--- src/hw/rtl/stpid_pkg.sv ---
// Shared widths, register codes, control word layout and microcode for the steering PID.
`timescale 1ns / 1ps

package stpid_pkg;

  localparam int ANGLE_W   = 16;
  localparam int FRAC_BITS = 4;
  localparam int INTEG_W   = 16;
  localparam int TORQUE_W  = 16;
  localparam int GAIN_W    = 10;
  localparam int LIM_W     = 15;
  localparam int CFG_W     = 15;
  localparam int IDX_W     = 3;

  localparam int ERR_W  = ANGLE_W + 1;
  localparam int SUM_W  = ((ERR_W > INTEG_W) ? ERR_W : INTEG_W) + 1;
  localparam int MA_W   = ERR_W + GAIN_W + 1;
  localparam int MB_W   = GAIN_W + 1;
  localparam int P_W    = MA_W + MB_W;
  localparam int ACC_W  = P_W + 1;
  localparam int STEP_W = 3;

  localparam logic [GAIN_W-1:0] RST_GAIN_PROP  = GAIN_W'(60);
  localparam logic [GAIN_W-1:0] RST_GAIN_INTEG = GAIN_W'(13);
  localparam logic [GAIN_W-1:0] RST_GAIN_DERIV = GAIN_W'(10);
  localparam logic [GAIN_W-1:0] RST_INV_PERIOD = GAIN_W'(100);
  localparam logic [LIM_W-1:0]  RST_INTEG_LIM  = LIM_W'(1600);
  localparam logic [LIM_W-1:0]  RST_TORQUE_LIM = LIM_W'(2000);
  localparam logic [LIM_W-1:0]  RST_SMALL_ERR  = LIM_W'(160);

  typedef enum logic [IDX_W-1:0] {
    REG_GAIN_PROP   = 3'd0,
    REG_GAIN_INTEG  = 3'd1,
    REG_GAIN_DERIV  = 3'd2,
    REG_INV_PERIOD  = 3'd3,
    REG_INTEG_LIMIT = 3'd4,
    REG_TORQUE_LIM  = 3'd5,
    REG_SMALL_ERR   = 3'd6
  } reg_idx_t;

  typedef enum logic [1:0] {
    A_ERR = 2'd0,
    A_INT = 2'd1,
    A_DLT = 2'd2,
    A_PRD = 2'd3
  } a_sel_t;

  typedef enum logic [1:0] {
    B_GP = 2'd0,
    B_GI = 2'd1,
    B_IP = 2'd2,
    B_KD = 2'd3
  } b_sel_t;

  typedef enum logic [1:0] {
    ACC_NOP = 2'd0,
    ACC_LD  = 2'd1,
    ACC_ADD = 2'd2,
    ACC_SUB = 2'd3
  } acc_op_t;

  typedef enum logic [1:0] {
    INT_NOP = 2'd0,
    INT_ACC = 2'd1,
    INT_CLR = 2'd2
  } int_op_t;

  typedef struct packed {
    logic    mul_en;
    a_sel_t  a_sel;
    b_sel_t  b_sel;
    acc_op_t acc_op;
    logic    diff_en;
    logic    kd_ld;
    int_op_t integ_op;
    logic    out_ld;
    logic    jmp_man;
    logic    last;
  } ctrl_t;

  typedef struct packed {
    logic [GAIN_W-1:0] gain_prop;
    logic [GAIN_W-1:0] gain_integ;
    logic [GAIN_W-1:0] gain_deriv;
    logic [GAIN_W-1:0] inv_period;
    logic [LIM_W-1:0]  integ_limit;
    logic [LIM_W-1:0]  torque_limit;
    logic [LIM_W-1:0]  small_err;
  } cfg_t;

  localparam logic [STEP_W-1:0] STEP_MANUAL = STEP_W'(7);

  // Control program. Each multiply lands in the product register, where the
  // accumulator or the next multiply picks it up in the following step.
  function automatic ctrl_t ucode(input logic [STEP_W-1:0] step);
    ctrl_t cw;
    cw = '0;
    case (step)
      3'd0: begin
        cw.diff_en = 1'b1;
        cw.jmp_man = 1'b1;
      end
      3'd1: begin
        cw.mul_en   = 1'b1;
        cw.a_sel    = A_ERR;
        cw.b_sel    = B_GP;
        cw.integ_op = INT_ACC;
        cw.kd_ld    = 1'b1;
      end
      3'd2: begin
        cw.mul_en = 1'b1;
        cw.a_sel  = A_INT;
        cw.b_sel  = B_GI;
        cw.acc_op = ACC_LD;
      end
      3'd3: begin
        cw.mul_en = 1'b1;
        cw.a_sel  = A_DLT;
        cw.b_sel  = B_IP;
        cw.acc_op = ACC_ADD;
      end
      3'd4: begin
        cw.mul_en = 1'b1;
        cw.a_sel  = A_PRD;
        cw.b_sel  = B_KD;
      end
      3'd5: begin
        cw.acc_op = ACC_SUB;
      end
      3'd6: begin
        cw.out_ld = 1'b1;
        cw.last   = 1'b1;
      end
      3'd7: begin
        cw.integ_op = INT_CLR;
        cw.last     = 1'b1;
      end
      default: begin
        cw.last = 1'b1;
      end
    endcase
    return cw;
  endfunction

endpackage

--- src/hw/rtl/stpid_seq.sv ---
// Step counter and microcode sequencer for the steering PID.
`timescale 1ns / 1ps

module stpid_seq
  import stpid_pkg::*;
(
  input  logic  clk,
  input  logic  rst_n,
  input  logic  start,
  input  logic  manual,
  input  logic  out_stall,
  output logic  idle,
  output ctrl_t ctrl
);

  logic              busy_r, busy_nxt;
  logic [STEP_W-1:0] step_r, step_nxt;
  ctrl_t             cw;
  logic              go;

  assign cw   = ucode(step_r);
  // The output step waits while the previous result is still held.
  assign go   = busy_r && !(cw.out_ld && out_stall);
  assign ctrl = go ? cw : '0;
  assign idle = !busy_r;

  always_comb begin
    busy_nxt = busy_r;
    step_nxt = step_r;
    if (!busy_r) begin
      if (start) begin
        busy_nxt = 1'b1;
        step_nxt = '0;
      end
    end else if (go) begin
      if (cw.last) begin
        busy_nxt = 1'b0;
      end else if (cw.jmp_man && manual) begin
        step_nxt = STEP_MANUAL;
      end else begin
        step_nxt = step_r + STEP_W'(1);
      end
    end
  end

  always_ff @(posedge clk) begin
    if (!rst_n) begin
      busy_r <= 1'b0;
      step_r <= '0;
    end else begin
      busy_r <= busy_nxt;
      step_r <= step_nxt;
    end
  end

endmodule

--- src/hw/rtl/stpid_dp.sv ---
// Datapath of the steering PID: shared multiplier, accumulator, integral and output register.
`timescale 1ns / 1ps

module stpid_dp
  import stpid_pkg::*;
(
  input  logic                       clk,
  input  logic                       rst_n,
  input  logic                       load,
  input  logic signed [ANGLE_W-1:0]  meas_in,
  input  logic signed [ANGLE_W-1:0]  targ_in,
  input  logic                       manual_in,
  input  cfg_t                       cfg,
  input  ctrl_t                      ctrl,
  input  logic                       out_ready,
  output logic                       manual,
  output logic                       out_stall,
  output logic                       out_valid,
  output logic signed [TORQUE_W-1:0] out_torque
);

  logic signed [ANGLE_W-1:0]  meas_r, targ_r, last_r;
  logic                       man_r, lvalid_r;
  logic signed [ERR_W-1:0]    err_r, dlt_r;
  logic signed [INTEG_W-1:0]  integ_r;
  logic [GAIN_W-1:0]          kd_r;
  logic signed [P_W-1:0]      prod_r;
  logic signed [ACC_W-1:0]    acc_r;
  logic                       out_valid_r;
  logic signed [TORQUE_W-1:0] out_torque_r;

  logic signed [MA_W-1:0]   mul_a;
  logic [GAIN_W-1:0]        mul_bu;
  logic signed [MB_W-1:0]   mul_b;
  logic signed [ACC_W-1:0]  prod_ext;
  logic signed [SUM_W-1:0]  isum, ilim;
  logic [ERR_W-1:0]         err_mag;
  logic signed [ACC_W-1:0]  shifted, tlim;
  logic signed [TORQUE_W-1:0] sat;

  assign manual     = man_r;
  assign out_valid  = out_valid_r;
  assign out_torque = out_torque_r;
  assign out_stall  = out_valid_r && !out_ready;

  always_comb begin
    case (ctrl.a_sel)
      A_ERR:   mul_a = MA_W'(err_r);
      A_INT:   mul_a = MA_W'(integ_r);
      A_DLT:   mul_a = MA_W'(dlt_r);
      A_PRD:   mul_a = $signed(prod_r[MA_W-1:0]);
      default: mul_a = '0;
    endcase
    case (ctrl.b_sel)
      B_GP:    mul_bu = cfg.gain_prop;
      B_GI:    mul_bu = cfg.gain_integ;
      B_IP:    mul_bu = cfg.inv_period;
      B_KD:    mul_bu = kd_r;
      default: mul_bu = '0;
    endcase
  end

  assign mul_b    = $signed({1'b0, mul_bu});
  assign prod_ext = ACC_W'(prod_r);

  // Integral update with symmetric clamp.
  assign isum = SUM_W'(integ_r) + SUM_W'(err_r);
  assign ilim = $signed(SUM_W'(cfg.integ_limit));

  assign err_mag = err_r[ERR_W-1] ? ERR_W'(-err_r) : ERR_W'(err_r);

  // Arithmetic shift gives the floor of the fixed-point sum.
  assign shifted = acc_r >>> FRAC_BITS;
  assign tlim    = $signed(ACC_W'(cfg.torque_limit));

  always_comb begin
    if (shifted > tlim) begin
      sat = TORQUE_W'(tlim);
    end else if (shifted < -tlim) begin
      sat = TORQUE_W'(-tlim);
    end else begin
      sat = TORQUE_W'(shifted);
    end
  end

  always_ff @(posedge clk) begin
    if (load) begin
      meas_r <= meas_in;
      targ_r <= targ_in;
      man_r  <= manual_in;
    end
    if (ctrl.diff_en) begin
      err_r <= ERR_W'(targ_r) - ERR_W'(meas_r);
      dlt_r <= lvalid_r ? (ERR_W'(meas_r) - ERR_W'(last_r)) : '0;
    end
    if (ctrl.kd_ld) begin
      kd_r <= (err_mag < ERR_W'(cfg.small_err)) ? (cfg.gain_deriv >> 1) : cfg.gain_deriv;
    end
    if (ctrl.mul_en) begin
      prod_r <= mul_a * mul_b;
    end
    case (ctrl.acc_op)
      ACC_LD:  acc_r <= prod_ext;
      ACC_ADD: acc_r <= acc_r + prod_ext;
      ACC_SUB: acc_r <= acc_r - prod_ext;
      default: acc_r <= acc_r;
    endcase
    if (ctrl.out_ld) begin
      out_torque_r <= sat;
    end
  end

  always_ff @(posedge clk) begin
    if (!rst_n) begin
      integ_r     <= '0;
      last_r      <= '0;
      lvalid_r    <= 1'b0;
      out_valid_r <= 1'b0;
    end else begin
      case (ctrl.integ_op)
        INT_ACC: begin
          if (isum > ilim) begin
            integ_r <= INTEG_W'(ilim);
          end else if (isum < -ilim) begin
            integ_r <= INTEG_W'(-ilim);
          end else begin
            integ_r <= INTEG_W'(isum);
          end
        end
        INT_CLR: integ_r <= '0;
        default: integ_r <= integ_r;
      endcase
      if (ctrl.out_ld) begin
        last_r      <= meas_r;
        lvalid_r    <= 1'b1;
        out_valid_r <= 1'b1;
      end else if (out_ready) begin
        out_valid_r <= 1'b0;
      end
    end
  end

endmodule

--- src/hw/rtl/steering_torque_pid_unit.sv ---
// Top level of the steering torque PID: configuration registers and unit wiring.
//
// Input channel (in_valid/in_ready) carries one request: measured angle,
// target angle and the manual flag. Output channel (out_valid/out_ready)
// returns one drive torque per non-manual request; manual requests clear the
// integral and return nothing.
// Timing: a request is taken when in_ready is high. A control program of up
// to seven steps then runs over one shared multiplier: a normal request
// shows its torque in the same cycle in which in_ready returns; a manual
// request runs only its difference step and the integral clear before
// in_ready returns. Either way a new request waits until the last one has
// left the sequencer. The steps of a normal request are the difference step,
// four multiplies on one multiplier, the final subtract and the output step.
// The result sits in an output register, so a new request is taken while a
// result still waits. If the receiver stalls, the next request runs up to
// its output step and holds there until the register is free.
// Reset (rst_n low at a clock edge) loads the default gains and limits,
// clears the integral, forgets the previous angle and drops out_valid.
// Configuration writes (cfg_we, cfg_index, cfg_data) take effect at once
// and belong in idle periods only.
`timescale 1ns / 1ps

module steering_torque_pid_unit
  import stpid_pkg::*;
(
  input  logic                       clk,
  input  logic                       rst_n,
  input  logic                       in_valid,
  output logic                       in_ready,
  input  logic signed [ANGLE_W-1:0]  in_measured_angle,
  input  logic signed [ANGLE_W-1:0]  in_target_angle,
  input  logic                       in_manual_mode,
  output logic                       out_valid,
  input  logic                       out_ready,
  output logic signed [TORQUE_W-1:0] out_drive_torque,
  input  logic                       cfg_we,
  input  logic [IDX_W-1:0]           cfg_index,
  input  logic [CFG_W-1:0]           cfg_data
);

  cfg_t  cfg_r;
  ctrl_t ctrl;
  logic  idle, start, manual, out_stall;

  assign in_ready = idle;
  assign start    = in_valid && idle;

  always_ff @(posedge clk) begin
    if (!rst_n) begin
      cfg_r.gain_prop    <= RST_GAIN_PROP;
      cfg_r.gain_integ   <= RST_GAIN_INTEG;
      cfg_r.gain_deriv   <= RST_GAIN_DERIV;
      cfg_r.inv_period   <= RST_INV_PERIOD;
      cfg_r.integ_limit  <= RST_INTEG_LIM;
      cfg_r.torque_limit <= RST_TORQUE_LIM;
      cfg_r.small_err    <= RST_SMALL_ERR;
    end else if (cfg_we) begin
      case (cfg_index)
        REG_GAIN_PROP:   cfg_r.gain_prop    <= cfg_data[GAIN_W-1:0];
        REG_GAIN_INTEG:  cfg_r.gain_integ   <= cfg_data[GAIN_W-1:0];
        REG_GAIN_DERIV:  cfg_r.gain_deriv   <= cfg_data[GAIN_W-1:0];
        REG_INV_PERIOD:  cfg_r.inv_period   <= cfg_data[GAIN_W-1:0];
        REG_INTEG_LIMIT: cfg_r.integ_limit  <= cfg_data[LIM_W-1:0];
        REG_TORQUE_LIM:  cfg_r.torque_limit <= cfg_data[LIM_W-1:0];
        REG_SMALL_ERR:   cfg_r.small_err    <= cfg_data[LIM_W-1:0];
        default: cfg_r <= cfg_r;
      endcase
    end
  end

  stpid_seq u_seq (
    .clk       (clk),
    .rst_n     (rst_n),
    .start     (start),
    .manual    (manual),
    .out_stall (out_stall),
    .idle      (idle),
    .ctrl      (ctrl)
  );

  stpid_dp u_dp (
    .clk        (clk),
    .rst_n      (rst_n),
    .load       (start),
    .meas_in    (in_measured_angle),
    .targ_in    (in_target_angle),
    .manual_in  (in_manual_mode),
    .cfg        (cfg_r),
    .ctrl       (ctrl),
    .out_ready  (out_ready),
    .manual     (manual),
    .out_stall  (out_stall),
    .out_valid  (out_valid),
    .out_torque (out_drive_torque)
  );

endmodule

--- config.mk ---
export PLATFORM = sky130hd
export DESIGN_NAME = steering_torque_pid_unit
export DESIGN_NICKNAME = d
export VERILOG_FILES = /design/src/hw/rtl/stpid_pkg.sv /design/src/hw/rtl/stpid_seq.sv /design/src/hw/rtl/stpid_dp.sv /design/src/hw/rtl/steering_torque_pid_unit.sv
export SDC_FILE = /design/constraint.sdc
export NUM_CORES = 2
export LEC_CHECK = 0
export ABC_AREA = 0
export BUFFER_PORTS_ARGS = -buffer_cell sky130_fd_sc_hd__buf_2
export CORE_MARGIN = 2
export CORE_UTILIZATION = 51
export DETAILED_ROUTE_END_ITERATION = 8
export PLACE_DENSITY = 0.67
export RECOVER_POWER = 25
export SYNTH_ARGS = -nofsm -noshare
export SYNTH_HDL_FRONTEND = slang
export SYNTH_HIERARCHICAL = 1
export SYNTH_SLANG_ARGS = --single-unit
--- constraint.sdc ---
create_clock -name clk -period 19 [get_ports clk]
set_input_delay 2.85 -clock clk [delete_from_list [all_inputs] [get_ports clk]]
set_output_delay 2.85 -clock clk [all_outputs]
set_load 0.01 [all_outputs]
; ---- Word level (Yosys, flattened, before mapping)
; Index checks and enable logic that the tools add are counted.
[classes]
addsub = 9
multipliers = 1
magnitude_cmp = 5
n_eq_ne = 26
mux = 29
reduce_logical = 25
[op_table]
columns = operator, n
row1 = case mux 40 bit (3 select lines), 1
row2 = case mux 28 bit (4 select lines), 1
row3 = two-way mux 16 bit, 3
row4 = adder 40 x 39 -> 40 bit, 1
row5 = < comparator 36 x 40 -> 1 bit, 1
row6 = negation 15 -> 40 bit, 1
row7 = case mux 10 bit (4 select lines), 1
row8 = subtractor 40 x 39 -> 40 bit, 1
row9 = multiplier 28 x 11 -> 39 bit, 1
row10 = greater-than comparator 36 x 16 -> 1 bit, 1
row11 = subtractor 16 x 16 -> 17 bit, 2
row12 = case mux 16 bit (2 select lines), 1
row13 = "equality test 3 bit, second input constant", 7
row14 = case mux 5 bit (4 select lines), 1
row15 = adder 16 x 17 -> 18 bit, 1
row16 = greater-than comparator 18 x 16 -> 1 bit, 1
row17 = < comparator 18 bit, 1
row18 = negation 15 -> 18 bit, 1
row19 = < comparator 17 x 15 -> 1 bit, 1
row20 = two-way mux 17 bit, 1
row21 = negation 17 bit, 1
row22 = two-way mux 15 bit, 1
row23 = two-way mux 3 bit, 5
row24 = "equality test 2 bit, second input constant", 7
row25 = 19 further kinds, 52
[word_totals]
register_bits = 295
input_bits = 56

; ---- Depth between registers and ports, before layout
[depth]
word_depth = 9
ltp_mapped = 33

; ---- Modules after synthesis
; The synthesis kept the hierarchy.
[modules_own_cells]
columns = mod, instances, cells_per_inst, area_each_um2, seq_area_each_um2
row1 = stpid_dp, 1, 2919, 26923.3, 5845.6
row2 = steering_torque_pid_unit, 1, 317, 3294.4, 1701.6
row3 = stpid_seq, 1, 53, 426.7, 80.1

; ---- Worst setup path after synthesis
; OpenSTA, ideal clock, no wires.
[synth_path]
kind = in2reg
from = input out_ready
to = register u_dp.prod_r[36] (data pin)
setup_ns = 0.271
arrival_ns = 10.176
t_required_ns = 18.729
path_slack_ns = 8.553
stages = 29
n_path_buf = 3
path_cell_list = nor2b_1 -> nand3_1 -> nand2_2 -> a21oi_1 -> buf_4 -> clkbuf_1 -> buf_1 -> mux4_2 -> and2_1 -> fa_1 -> inv_1 -> fa_1 -> inv_1 -> fa_1 -> fa_1 -> inv_1 -> fa_1 -> inv_1 -> ha_1 -> nand2_1 -> nor2_1 -> a211o_1 -> a21oi_1 -> nor2b_1 -> a41oi_1 -> o31ai_1 -> a221oi_1 -> or4b_1 -> o2111ai_1
[synth_lines]
columns = item, line_no
row1 = "start, declared", steering_torque_pid_unit.sv:34  ; input logic out_ready,
row2 = "end signal, assigned", stpid_dp.sv:100  ; prod_r <= mul_a * mul_b;
row3 = "end, declared", stpid_dp.sv:27  ; logic signed [P_W-1:0] prod_r;

==> metrics.md <==
| Metric | Value |
|---|---|
| Outcome | finished with violations |
| Violated checks | capacitance limit, slew limit |
| Most frequent cells in the layout | 460 x inv_1, 352 x nand2_1, 284 x ha_1 |
| DP Worst Slack | 7.68 ns |
| Area grow syn2layout | 7.37% |
| Final core occ | 55.5% |
| Setup Buffers After CTS | 0 |
| Power per cell area | 140 nW/um^2 |
| Vias in the first global route | 24.1k |
| Synthesized area | 30,600 sq um |
| Tmin final | 10.94 ns |
| Worst-case clock buffer depth | 3 |
| Starting Density | 51.7% |
| First-pass GRT wire length | 129,000 um |
| Placement Rows | 89 |
| Max_slew headroom | -73.1% |
| CP startpoint kind | input pin |
| Global route overflow | 0 |
| Layout cells sized above 1 | 7.75% |
| Clk_skew | 0.0324 ns |
| Total GRT Usage | 26.0% |
| Fillers | approximately 5.3k |
| Cell mode on critical path | fa_1 |
| Avg Cell Area, Syn | ~9.3 sq um |
| Reg-to-reg setup timing slack | between 9 and 10 ns |
| Syn. warnings | 6 |
| Routed length per placed instance | between 15 and 20 um |
| Max Slew Vio Count | 36 |
| Die ar. | 62,100 sq um |
| Leak | 14.8 nW |
| Fin area | 32,900 sq um |
| Worst Tran Pin Value | 2.60 ns |
| Post-cts sizing count | 0 |
| Clk slew on worst S/H paths | 0.06 ns |
| Slack of the critical path | 8.06 ns |
| Initial antenna violation count | 0 |
| Die height | 249 um |
| DRT Pass-1 Iters | 5 |
| Clock root buffer | clkbuf_16 |
| Placed Area | between 30,000 and 40,000 sq um |
| Post-Syn Instances | 3,288 |
| Antenna viol nets, final | 0 |
| Routed via count | between 20k and 25k |
| Layout Cells excl Fill | 4,104 |
| DRT iter0 DRCs | 1,651 |
| Hold crit path type | flip-flop to flip-flop |
| Critical Path RT | 19.38 ns |
| Worst skew pair latency | 0.56 ns |
| Final Total Pwr | 4.61 mW |
| Num ports | 74 |
| CTS Hold Bufs | 0 |
| Setup Viol. Count Final | 0 |
| Fin Hold WS | 0.461 ns |
| Met3 Use GR | 4.45% |
| Die Width | 249 um |
| Post-synth net total | just under 4k |
| Leading cell type in the layout, fill and taps excluded | inv_1 |
| Core ar. | about 60,000 sq um |
| Crit Path Max Fanout | 40 |
| Post-placement cell count | 4,038 |
| Number of max-cap violations | 1 |
| Ant diodes | 0 |
| Slowest cell on the critical path | a211oi_1 |
| Final period utilization | 57.6% |
| Wirelength, routed | 80,700 um |
| Worst EP arrival | 11.32 ns |
| TritonCTS clock tree | yes |
| Crit end category | flip-flop |
| H-tree depth | 2 |
| Nets | 3,888 |
| Port bufs | 73 |
| DRC viols | 0 |
| Post-route setup TNS | 0 ns |
| Critical path class | input pin to flip-flop |
| Max VDD drop | 0.000179 V |
| Met1 Use GR | 35.1% |
| Gpl congestion | 0.897 |
| RSZ-0062 raised after global routing | no |
| Post-DP HPWL | 63,300 um |
| Met2 Track Usage GR | a little over two fifths |
| CTS Buf Count | 36 |
| Top Usage Layer GRT | met2 |
| Final Hold Vio Count | 0 |
| Largest net degree at the start of global routing | 112 |
| Clock sink count | between 200 and 300 |
| Fmax | a little over 0.09 GHz |
| Max incr delay on CP | slightly above 1 ns |
| DR vias/cell | 5.81 |
## final timing paths
path,endpoint,cells past startpoint,start
setup / recovery,u_dp/prod_r[36],26,out_ready
hold / removal,cfg_r[11],2,cfg_r[11]
setup reg to reg,u_dp/prod_r[36],25,u_seq/step_r[0]
hold reg to reg,cfg_r[11],2,cfg_r[11]
## flip-flops by register name, summed over array words and instances, names as in the netlist
signal           count
u_dp/out_torque     16
cfg_r               85
u_dp/prod_r         39
u_dp/err_r          17
u_dp/last_r         16
u_dp/meas_r         16
u_dp/dlt_r          17
u_dp/manual          1
u_dp/acc_r          40
u_seq/busy_r         1
u_dp/lvalid_r        1
u_dp/kd_r           10
u_seq/step_r         3
u_dp/out_valid       1
u_dp/integ_r        16
u_dp/targ_r         16
## power breakdown
part           total (mW)  leakage [nW]  switching [mW]  internal, mW
logic                2.92          11.6            1.69          1.23
clock network       0.719         0.605           0.295         0.424
registers           0.974          2.60           0.106         0.868
total                4.61          14.8            2.09          2.52
## critical path: cells and delay by family
kind | cells | cell delay (ns)
buffers and inverters | 6 | 0.69
AOI/OAI and AO/OA | 7 | 2.94
and+or+nand+nor | 7 | 1.98
adders and majority gates | 6 | 2.81
## layer usage
layer / vias to the layer above / share of wire (%)
li1: 11211 / -
met1: 11687 / 44
met2: 806 / 46
met3: 151 / 7.0
met4: 0 / 3.5
met5: - / 0
## layout make-up
type / count / area, sq um / area share (%)
multi-input cells: 2423 / 20900 / 63.5
clock buffers: 49 / 1020 / 3.10
well taps: 773 / 967 / 2.94
flip-flops and latches: 295 / 7630 / 23.2
clock inverters: 17 / 205 / 0.624
inverters: 460 / 1730 / 5.25
repair buffers: 87 / 469 / 1.43
Power figures use the tool's default switching activity.
